--- src/hdl/ewth_pkg.sv ---
package ewth_pkg;

  localparam int ROUNDTRIP_US_PER_CM = 57;

  localparam int TIME_W = 16;
  localparam int CM_W   = 9;
  localparam int DIST_W = 11;

  // Converted thresholds: 511 * 57 stays below 2^16
  localparam int THR_W = 16;

  // Distance = (4 * w) / R. At or above this width it saturates.
  localparam int DIST_SAT_W = 512 * ROUNDTRIP_US_PER_CM;
  localparam int DIST_MAX   = (1 << DIST_W) - 1;

  // Reciprocal for x = 4 * w below 2^17: floor(x / R) == (x * M) >> 23
  localparam int DIST_K     = 23;
  localparam int DIST_MULT  = ((1 << DIST_K) + ROUNDTRIP_US_PER_CM - 1) / ROUNDTRIP_US_PER_CM;
  localparam int DIST_SHIFT = DIST_K - 2;
  localparam int MULT_W     = 18;
  localparam int PROD_W     = TIME_W + MULT_W;

  typedef enum logic {
    CMD_EDGE       = 1'b0,
    CMD_PERIOD_END = 1'b1
  } cmd_e;

  typedef enum logic [1:0] {
    REG_NEAR_CM = 2'd0,
    REG_FAR_CM  = 2'd1,
    REG_NEAR_EN = 2'd2,
    REG_FAR_EN  = 2'd3
  } cfg_reg_e;

  typedef struct packed {
    logic [THR_W-1:0] near_ticks;
    logic [THR_W-1:0] far_ticks;
    logic             near_en;
    logic             far_en;
  } thr_t;

  typedef struct packed {
    logic              near_hit;
    logic              far_hit;
    logic              width_updated;
    logic [TIME_W-1:0] echo_width;
  } meas_t;

endpackage

--- src/hdl/ewth_if.sv ---
interface ewth_in_if;
  import ewth_pkg::*;

  logic              valid;
  logic              ready;
  logic              cmd;
  logic [TIME_W-1:0] capture_time;

  modport source (output valid, output cmd, output capture_time, input ready);
  modport sink   (input valid, input cmd, input capture_time, output ready);
endinterface

interface ewth_out_if;
  import ewth_pkg::*;

  logic              valid;
  logic              ready;
  logic              near_hit;
  logic              far_hit;
  logic              width_updated;
  logic [TIME_W-1:0] echo_width;
  logic [DIST_W-1:0] distance_cm;

  modport source (output valid, output near_hit, output far_hit, output width_updated,
                  output echo_width, output distance_cm, input ready);
  modport sink   (input valid, input near_hit, input far_hit, input width_updated,
                  input echo_width, input distance_cm, output ready);
endinterface

--- src/hdl/ewth_cfg.sv ---
module ewth_cfg (
  input  logic                         clk_i,
  input  logic                         rst_ni,
  input  logic                         cfg_we_i,
  input  logic [1:0]                   cfg_idx_i,
  input  logic [ewth_pkg::CM_W-1:0]    cfg_wdata_i,
  output ewth_pkg::thr_t               thr_o
);
  import ewth_pkg::*;

  logic [CM_W-1:0] near_cm_q, far_cm_q;
  logic            near_en_q, far_en_q;
  thr_t            thr_q, thr_d;

  always_ff @(posedge clk_i or negedge rst_ni) begin
    if (!rst_ni) begin
      near_cm_q <= '0;
      far_cm_q  <= '0;
      near_en_q <= 1'b0;
      far_en_q  <= 1'b0;
    end else if (cfg_we_i) begin
      case (cfg_reg_e'(cfg_idx_i))
        REG_NEAR_CM: near_cm_q <= cfg_wdata_i;
        REG_FAR_CM:  far_cm_q  <= cfg_wdata_i;
        REG_NEAR_EN: near_en_q <= cfg_wdata_i[0];
        REG_FAR_EN:  far_en_q  <= cfg_wdata_i[0];
        default: ;
      endcase
    end
  end

  // Convert centimetres to timer ticks once, off the item path
  always_comb begin
    thr_d.near_ticks = THR_W'((THR_W'(near_cm_q) * THR_W'(ROUNDTRIP_US_PER_CM)) >> 2);
    thr_d.far_ticks  = THR_W'((THR_W'(far_cm_q) * THR_W'(ROUNDTRIP_US_PER_CM)) >> 2);
    thr_d.near_en    = near_en_q;
    thr_d.far_en     = far_en_q;
  end

  always_ff @(posedge clk_i or negedge rst_ni) begin
    if (!rst_ni) begin
      thr_q <= '0;
    end else begin
      thr_q <= thr_d;
    end
  end

  assign thr_o = thr_q;

endmodule

--- src/hdl/ewth_meas.sv ---
module ewth_meas (
  input  logic            clk_i,
  input  logic            rst_ni,
  ewth_in_if.sink         req_i,
  input  ewth_pkg::thr_t  thr_i,
  output logic            meas_valid_o,
  input  logic            meas_ready_i,
  output ewth_pkg::meas_t meas_o
);
  import ewth_pkg::*;

  // Input register
  logic              s1_valid_q;
  cmd_e              s1_cmd_q;
  logic [TIME_W-1:0] s1_time_q;

  // Measurement state
  logic              echo_high_q, echo_high_d;
  logic [TIME_W-1:0] rise_time_q, rise_time_d;
  logic [TIME_W-1:0] stored_width_q, stored_width_d;
  logic              measure_valid_q, measure_valid_d;
  logic              near_armed_q, near_armed_d;

  // Result register flags
  logic              s2_valid_q;
  logic              near_hit_q, near_hit_d;
  logic              far_hit_q, far_hit_d;
  logic              upd_q, upd_d;

  logic              s2_ready, s1_ready;
  logic              s1_adv;
  logic [TIME_W-1:0] width;
  logic              armed_mid;

  assign s2_ready    = !s2_valid_q || meas_ready_i;
  assign s1_ready    = !s1_valid_q || s2_ready;
  assign s1_adv      = s1_valid_q && s2_ready;
  assign req_i.ready = s1_ready;

  always_ff @(posedge clk_i or negedge rst_ni) begin
    if (!rst_ni) begin
      s1_valid_q <= 1'b0;
    end else if (s1_ready) begin
      s1_valid_q <= req_i.valid;
    end
  end

  always_ff @(posedge clk_i) begin
    if (s1_ready && req_i.valid) begin
      s1_cmd_q  <= cmd_e'(req_i.cmd);
      s1_time_q <= req_i.capture_time;
    end
  end

  assign width = s1_time_q - rise_time_q;

  always_comb begin
    echo_high_d     = echo_high_q;
    rise_time_d     = rise_time_q;
    stored_width_d  = stored_width_q;
    measure_valid_d = measure_valid_q;
    near_armed_d    = near_armed_q;
    near_hit_d      = 1'b0;
    far_hit_d       = 1'b0;
    upd_d           = 1'b0;
    armed_mid       = near_armed_q;

    if (s1_cmd_q == CMD_PERIOD_END) begin
      if (echo_high_q) begin
        measure_valid_d = 1'b0;
      end
    end else if (!echo_high_q) begin
      rise_time_d = s1_time_q;
      echo_high_d = 1'b1;
    end else begin
      if (!measure_valid_q) begin
        // drop the invalidated measurement and recover
        measure_valid_d = 1'b1;
      end else begin
        stored_width_d = width;
        upd_d          = 1'b1;
        if (thr_i.near_en && near_armed_q && (width < thr_i.near_ticks)) begin
          near_hit_d = 1'b1;
          if (thr_i.far_en) begin
            armed_mid = 1'b0;
          end
        end
        // far check sees the near decision of this same edge
        if (thr_i.far_en && !armed_mid && (width > thr_i.far_ticks)) begin
          far_hit_d = 1'b1;
          armed_mid = 1'b1;
        end
        near_armed_d = armed_mid;
      end
      echo_high_d = 1'b0;
    end
  end

  always_ff @(posedge clk_i or negedge rst_ni) begin
    if (!rst_ni) begin
      echo_high_q     <= 1'b0;
      rise_time_q     <= '0;
      stored_width_q  <= '0;
      measure_valid_q <= 1'b0;
      near_armed_q    <= 1'b1;
      s2_valid_q      <= 1'b0;
    end else begin
      if (s2_ready) begin
        s2_valid_q <= s1_valid_q;
      end
      if (s1_adv) begin
        echo_high_q     <= echo_high_d;
        rise_time_q     <= rise_time_d;
        stored_width_q  <= stored_width_d;
        measure_valid_q <= measure_valid_d;
        near_armed_q    <= near_armed_d;
      end
    end
  end

  always_ff @(posedge clk_i) begin
    if (s1_adv) begin
      near_hit_q <= near_hit_d;
      far_hit_q  <= far_hit_d;
      upd_q      <= upd_d;
    end
  end

  // stored width only moves when this stage reloads, so it is the item's width
  assign meas_valid_o         = s2_valid_q;
  assign meas_o.near_hit      = near_hit_q;
  assign meas_o.far_hit       = far_hit_q;
  assign meas_o.width_updated = upd_q;
  assign meas_o.echo_width    = stored_width_q;

endmodule

--- src/hdl/ewth_dist.sv ---
module ewth_dist (
  input  logic            clk_i,
  input  logic            rst_ni,
  input  logic            meas_valid_i,
  output logic            meas_ready_o,
  input  ewth_pkg::meas_t meas_i,
  ewth_out_if.source      rsp_o
);
  import ewth_pkg::*;

  logic              out_valid_q;
  meas_t             meas_q;
  logic [DIST_W-1:0] dist_q, dist_d;
  logic [PROD_W-1:0] prod;
  logic              ready;

  assign ready        = !out_valid_q || rsp_o.ready;
  assign meas_ready_o = ready;

  assign prod = PROD_W'(meas_i.echo_width) * PROD_W'(DIST_MULT);

  always_comb begin
    if (meas_i.echo_width >= TIME_W'(DIST_SAT_W)) begin
      dist_d = DIST_W'(DIST_MAX);
    end else begin
      dist_d = DIST_W'(prod >> DIST_SHIFT);
    end
  end

  always_ff @(posedge clk_i or negedge rst_ni) begin
    if (!rst_ni) begin
      out_valid_q <= 1'b0;
    end else if (ready) begin
      out_valid_q <= meas_valid_i;
    end
  end

  always_ff @(posedge clk_i) begin
    if (ready && meas_valid_i) begin
      meas_q <= meas_i;
      dist_q <= dist_d;
    end
  end

  assign rsp_o.valid         = out_valid_q;
  assign rsp_o.near_hit      = meas_q.near_hit;
  assign rsp_o.far_hit       = meas_q.far_hit;
  assign rsp_o.width_updated = meas_q.width_updated;
  assign rsp_o.echo_width    = meas_q.echo_width;
  assign rsp_o.distance_cm   = dist_q;

endmodule

--- src/hdl/echo_width_threshold_hysteresis_core.sv ---
// Path: a request passes the input register, the measurement register and
// the distance register in order, and each holds one item.
// Throughput: one request per cycle unless the output stalls; the
// registers stall together.
// Reset: asynchronous, active low; clears handshake state, measurement state
// and the configuration, and arms the near check.
module echo_width_threshold_hysteresis_core (
  input  logic                      clk_i,
  input  logic                      rst_ni,
  ewth_in_if.sink                   req_i,
  ewth_out_if.source                rsp_o,
  input  logic                      cfg_we_i,
  input  logic [1:0]                cfg_idx_i,
  input  logic [ewth_pkg::CM_W-1:0] cfg_wdata_i
);
  import ewth_pkg::*;

  thr_t  thr;
  meas_t meas;
  logic  meas_valid;
  logic  meas_ready;

  ewth_cfg u_cfg (
    .clk_i       (clk_i),
    .rst_ni      (rst_ni),
    .cfg_we_i    (cfg_we_i),
    .cfg_idx_i   (cfg_idx_i),
    .cfg_wdata_i (cfg_wdata_i),
    .thr_o       (thr)
  );

  ewth_meas u_meas (
    .clk_i        (clk_i),
    .rst_ni       (rst_ni),
    .req_i        (req_i),
    .thr_i        (thr),
    .meas_valid_o (meas_valid),
    .meas_ready_i (meas_ready),
    .meas_o       (meas)
  );

  ewth_dist u_dist (
    .clk_i        (clk_i),
    .rst_ni       (rst_ni),
    .meas_valid_i (meas_valid),
    .meas_ready_o (meas_ready),
    .meas_i       (meas),
    .rsp_o        (rsp_o)
  );

endmodule

--- src/flat_wrapper.sv ---
// flat-port wrapper written by rule: the top's interface ports become plain ports
module echo_width_threshold_hysteresis_core_flat import ewth_pkg::*;
  (clk_i, rst_ni, cfg_we_i, cfg_idx_i, cfg_wdata_i, req_i_valid, req_i_cmd, req_i_capture_time, req_i_ready, rsp_o_valid, rsp_o_near_hit, rsp_o_far_hit, rsp_o_width_updated, rsp_o_echo_width, rsp_o_distance_cm, rsp_o_ready);
  ewth_in_if req_i_i ();
  ewth_out_if rsp_o_i ();
  input  logic clk_i;
  input  logic rst_ni;
  input  logic cfg_we_i;
  input  logic [1:0] cfg_idx_i;
  input  logic [ewth_pkg::CM_W-1:0] cfg_wdata_i;
  input wire logic [$bits(req_i_i.valid)-1:0] req_i_valid;
  input wire logic [$bits(req_i_i.cmd)-1:0] req_i_cmd;
  input wire logic [$bits(req_i_i.capture_time)-1:0] req_i_capture_time;
  output wire logic [$bits(req_i_i.ready)-1:0] req_i_ready;
  output wire logic [$bits(rsp_o_i.valid)-1:0] rsp_o_valid;
  output wire logic [$bits(rsp_o_i.near_hit)-1:0] rsp_o_near_hit;
  output wire logic [$bits(rsp_o_i.far_hit)-1:0] rsp_o_far_hit;
  output wire logic [$bits(rsp_o_i.width_updated)-1:0] rsp_o_width_updated;
  output wire logic [$bits(rsp_o_i.echo_width)-1:0] rsp_o_echo_width;
  output wire logic [$bits(rsp_o_i.distance_cm)-1:0] rsp_o_distance_cm;
  input wire logic [$bits(rsp_o_i.ready)-1:0] rsp_o_ready;
  assign req_i_i.valid = req_i_valid;
  assign req_i_i.cmd = req_i_cmd;
  assign req_i_i.capture_time = req_i_capture_time;
  assign req_i_ready = req_i_i.ready;
  assign rsp_o_valid = rsp_o_i.valid;
  assign rsp_o_near_hit = rsp_o_i.near_hit;
  assign rsp_o_far_hit = rsp_o_i.far_hit;
  assign rsp_o_width_updated = rsp_o_i.width_updated;
  assign rsp_o_echo_width = rsp_o_i.echo_width;
  assign rsp_o_distance_cm = rsp_o_i.distance_cm;
  assign rsp_o_i.ready = rsp_o_ready;
  echo_width_threshold_hysteresis_core u_core (.clk_i(clk_i), .rst_ni(rst_ni), .req_i(req_i_i), .rsp_o(rsp_o_i), .cfg_we_i(cfg_we_i), .cfg_idx_i(cfg_idx_i), .cfg_wdata_i(cfg_wdata_i));
endmodule
--- config.mk ---
export PLATFORM = sky130hd
export DESIGN_NAME = echo_width_threshold_hysteresis_core_flat
export DESIGN_NICKNAME = d
export VERILOG_FILES = /design/src/hdl/ewth_pkg.sv /design/src/hdl/ewth_if.sv /design/src/hdl/ewth_cfg.sv /design/src/hdl/ewth_meas.sv /design/src/hdl/ewth_dist.sv /design/src/hdl/echo_width_threshold_hysteresis_core.sv /design/src/flat_wrapper.sv
export SDC_FILE = /design/constraint.sdc
export NUM_CORES = 1
export LEC_CHECK = 0
export BUFFER_PORTS_ARGS = -buffer_cell sky130_fd_sc_hd__buf_2
export CAP_MARGIN = 15
export CORE_ASPECT_RATIO = 0.6
export CORE_MARGIN = 8
export CORE_UTILIZATION = 63
export CTS_CLUSTER_DIAMETER = 150
export DETAILED_ROUTE_END_ITERATION = 16
export PLACE_DENSITY = 0.8
export RECOVER_POWER = 50
export SYNTH_ARGS = -nofsm -noshare
export SYNTH_HDL_FRONTEND = slang
export SYNTH_SLANG_ARGS = --single-unit
--- constraint.sdc ---
create_clock -name clk_i -period 7.4 [get_ports clk_i]
set_input_delay 0.37 -clock clk_i [delete_from_list [all_inputs] [get_ports clk_i]]
set_output_delay 0.37 -clock clk_i [all_outputs]
set_load 0.01 [all_outputs]
==> results_dict.tcl <==
set metrics [dict create \
    yosysMostFrequentCell "ha_1" \
    maxSlewHeadroom_pct -21.3 \
    synth_ff_type "dfrtp_1" \
    worstPathRequired_ps 7550 \
    htree_levels 4 \
    end_kind "flip-flop" \
    cts_tree "done" \
    rsz0062_at_grt "false" \
    grt.total_usage_pct 22.3 \
    wire_per_inst_um 18.1 \
    place_congestion 0.960 \
    yosys_warnings 0 \
    cts-hold-fix-buffers 1 \
    cp-start-kind "flip-flop" \
    cts_buffer_depth 2 \
    synth.yosys.seq_area_share_pct 31.7 \
    rows 38 \
    cts_root_buffer "clkbuf_16" \
    synth.net_count 1374 \
    outcome "finished with violations" \
    ys_ff_latch 136 \
    io_buffers 64 \
    synth_cells 1014 \
    violations "max-capacitance violations, max-slew violations" \
    drive_gt1_share_pct 8.49 \
    syn_area_um2 11500 \
    fin_worst_skew_ps 8.98 \
    antenna_cells 0 \
    antenna_left 0 \
    final_area_um2 12800 \
    vias 7433 \
    placed_area_um2 12200 \
    finalNetCount 1454 \
    worstPathArrival_ps 6790 \
    synth_top_area_share_pct 23.3 \
    clock.fmax_mhz 151 \
    finalHoldViolCount 0 \
    synth_edf_count 50 \
    cts_setup_buffers 0 \
    io_pins 65 \
    drv_cap 2 \
    setup_tns_ps 0 \
    hold_class "in2reg" \
    synth_commonest_cells "ha_1 (215), inv_1 (205), fa_1 (112)" \
    drcViolationCount 0 \
    firstDrtPassIters 5 \
    antenna_found_initial 0 \
    area_growth_pct 10.5 \
    grt_max_degree 59 \
    clock_latency_ps 440 \
    worst_slack_ps 758 \
    hpwlAfterDp_um 19300 \
    cts_buffers 17 \
    yosys.area.top_type "ha_1" \
    cts_resized 0 \
    cp_max_fo 9 \
    grt_pass1_vias 7618 \
    synth_area_leaders "ha_1 (23%), fa_1 (19%), dfrtp_1 (18%), edfxtp_1 (13%), inv_1 (6.7%)" \
    die_width_um 191 \
    core-area_um2 18000 \
    criticalPathCategory "reg2reg" \
    period_share_pct 89.8 \
    clk_pin_slew_ps 70 \
    avgSynthCellArea_um2 11.4 \
    wl_um 24400 \
    fin_crit_ps 6640 \
    clock_sinks 136 \
    via_per_inst 5.52 \
    synth.distinct_cells 60 \
    drtIter0Drc 461 \
    slew_violations 61 \
    grt_first_pass_wirelength_um 39900 \
    dp_slack_ps 831 \
    die_h_um 121 \
    async_reset_ff_share_pct 63.2 \
    initial_core_util_pct 64.1 \
    setup_viol 0 \
    dieArea_um2 23100 \
    overflow 0 \
    worst_slew_pin_slew_ps 1820 \
]
path summary, 6_finish.rpt:
| check | slack [ps] | cells after the start | end | from |
|---|---|---|---|---|
| setup reg to reg | 760 | 20 | u_core.u_dist.rsp_o.distance_cm[10] | u_core.u_meas.stored_width_q[6] |
| max in group asynchronous | 4930 | 3 | u_core.u_cfg.far_cm_q[7] | rst_ni |
| setup / recovery | 760 | 20 | u_core.u_dist.rsp_o.distance_cm[10] | u_core.u_meas.stored_width_q[6] |
| min in group asynchronous | 920 | 2 | u_core.u_meas.s1_valid_q | rst_ni |
| hold / removal | 110 | 1 | u_core.u_meas.s1_time_q[0] | req_i_capture_time[0] |
| hold reg to reg | 390 | 0 | u_core.u_cfg.thr_o[1] | u_core.u_cfg.near_en_q |
state kept, by name, indices dropped and copies added, names as in the netlist, 9 cells and up:
name                             flops
u_core.u_dist.rsp_o.echo_width      16
u_core.u_meas.rise_time_q           16
u_core.u_cfg.thr_o                  28
u_core.u_meas.stored_width_q        16
u_core.u_dist.rsp_o.distance_cm     11
u_core.u_cfg.far_cm_q                9
u_core.u_meas.s1_time_q             16
u_core.u_cfg.near_cm_q               9
stage by stage:
stage | hold slack, ps | cells | utilization (%)
global placement | 315 | 1314 | 67.5
floorplan | 74.4 | 1014 | -
CTS | 102 | 1347 | 71.1
global route | 97.2 | 1347 | 70.8
detailed placement | 322 | 1314 | 67.5
finish | 111 | 1347 | 70.8
metal layers:
metal  vias up  global-route usage, %  share of wire [%]
li1       3537                      -                  -
met1      3656                   33.9                 50
met2       218                   31.1                 41
met3        22                   6.07                8.2
met4         0                   5.26                1.2
met5         -                      0                  0
cells in the final DEF, fill, tap and decap left out, drive strengths merged, types with 7 or more instances in the layout:
cell type,netlist,routed
clkbuf,8,54
a21o,12,12
nor2,14,14
nor3,11,11
ha,215,215
nand2b,8,8
nand3,8,8
edfxtp,50,50
xnor2,27,27
a21oi,37,37
xor2,11,11
nor2b,7,7
nand2,61,61
o21ai,49,49
o21bai,10,10
o21a,12,12
dfrtp,85,85
fa,112,112
mux2,19,19
buf,0,32
inv,205,208
cell type report:
type | count | area [µm²]
clock buffers | 18 | 429
clock inverters | 14 | 198
fillers | 1323 | 5270
inverters | 205 | 769
multi-input cells | 665 | 7090
flip-flops and latches | 136 | 3650
well taps | 240 | 300
repair buffers | 69 | 308
kinds of logic (layout without fill, tap and decap cells):
logic type / after synthesis / in the layout / synth area share (%)
xor gates and xnor gates: 38 / 38 / 2.95
DFF: 136 / 136 / 31.7
AOI/OAI and AO/OA: 151 / 151 / 8.43
and+or+nand+nor: 130 / 130 / 5.44
adders and majority gates: 327 / 327 / 42.7
buffers and inverters: 213 / 306 / 6.93
muxes: 19 / 19 / 1.85
worst max-delay path, cell delays in order (launching register included):
cell and delay (ps):
dfrtp_1 520, fa_1 680, inv_1 100, fa_1 510, fa_1 520, inv_1 50
fa_1 470, inv_1 50, fa_1 500, fa_1 550, inv_1 50, ha_1 290
nand4_1 160, nor4_1 80, a22o_1 290, o41ai_2 480, a211oi_1 230, o31ai_2 420
a21oi_1 140, xnor2_1 170, nand2_1 70
Power is left out: the tool's default activity adds up to more than one toggle a clock period on the data nets, which glitch-free logic cannot reach.
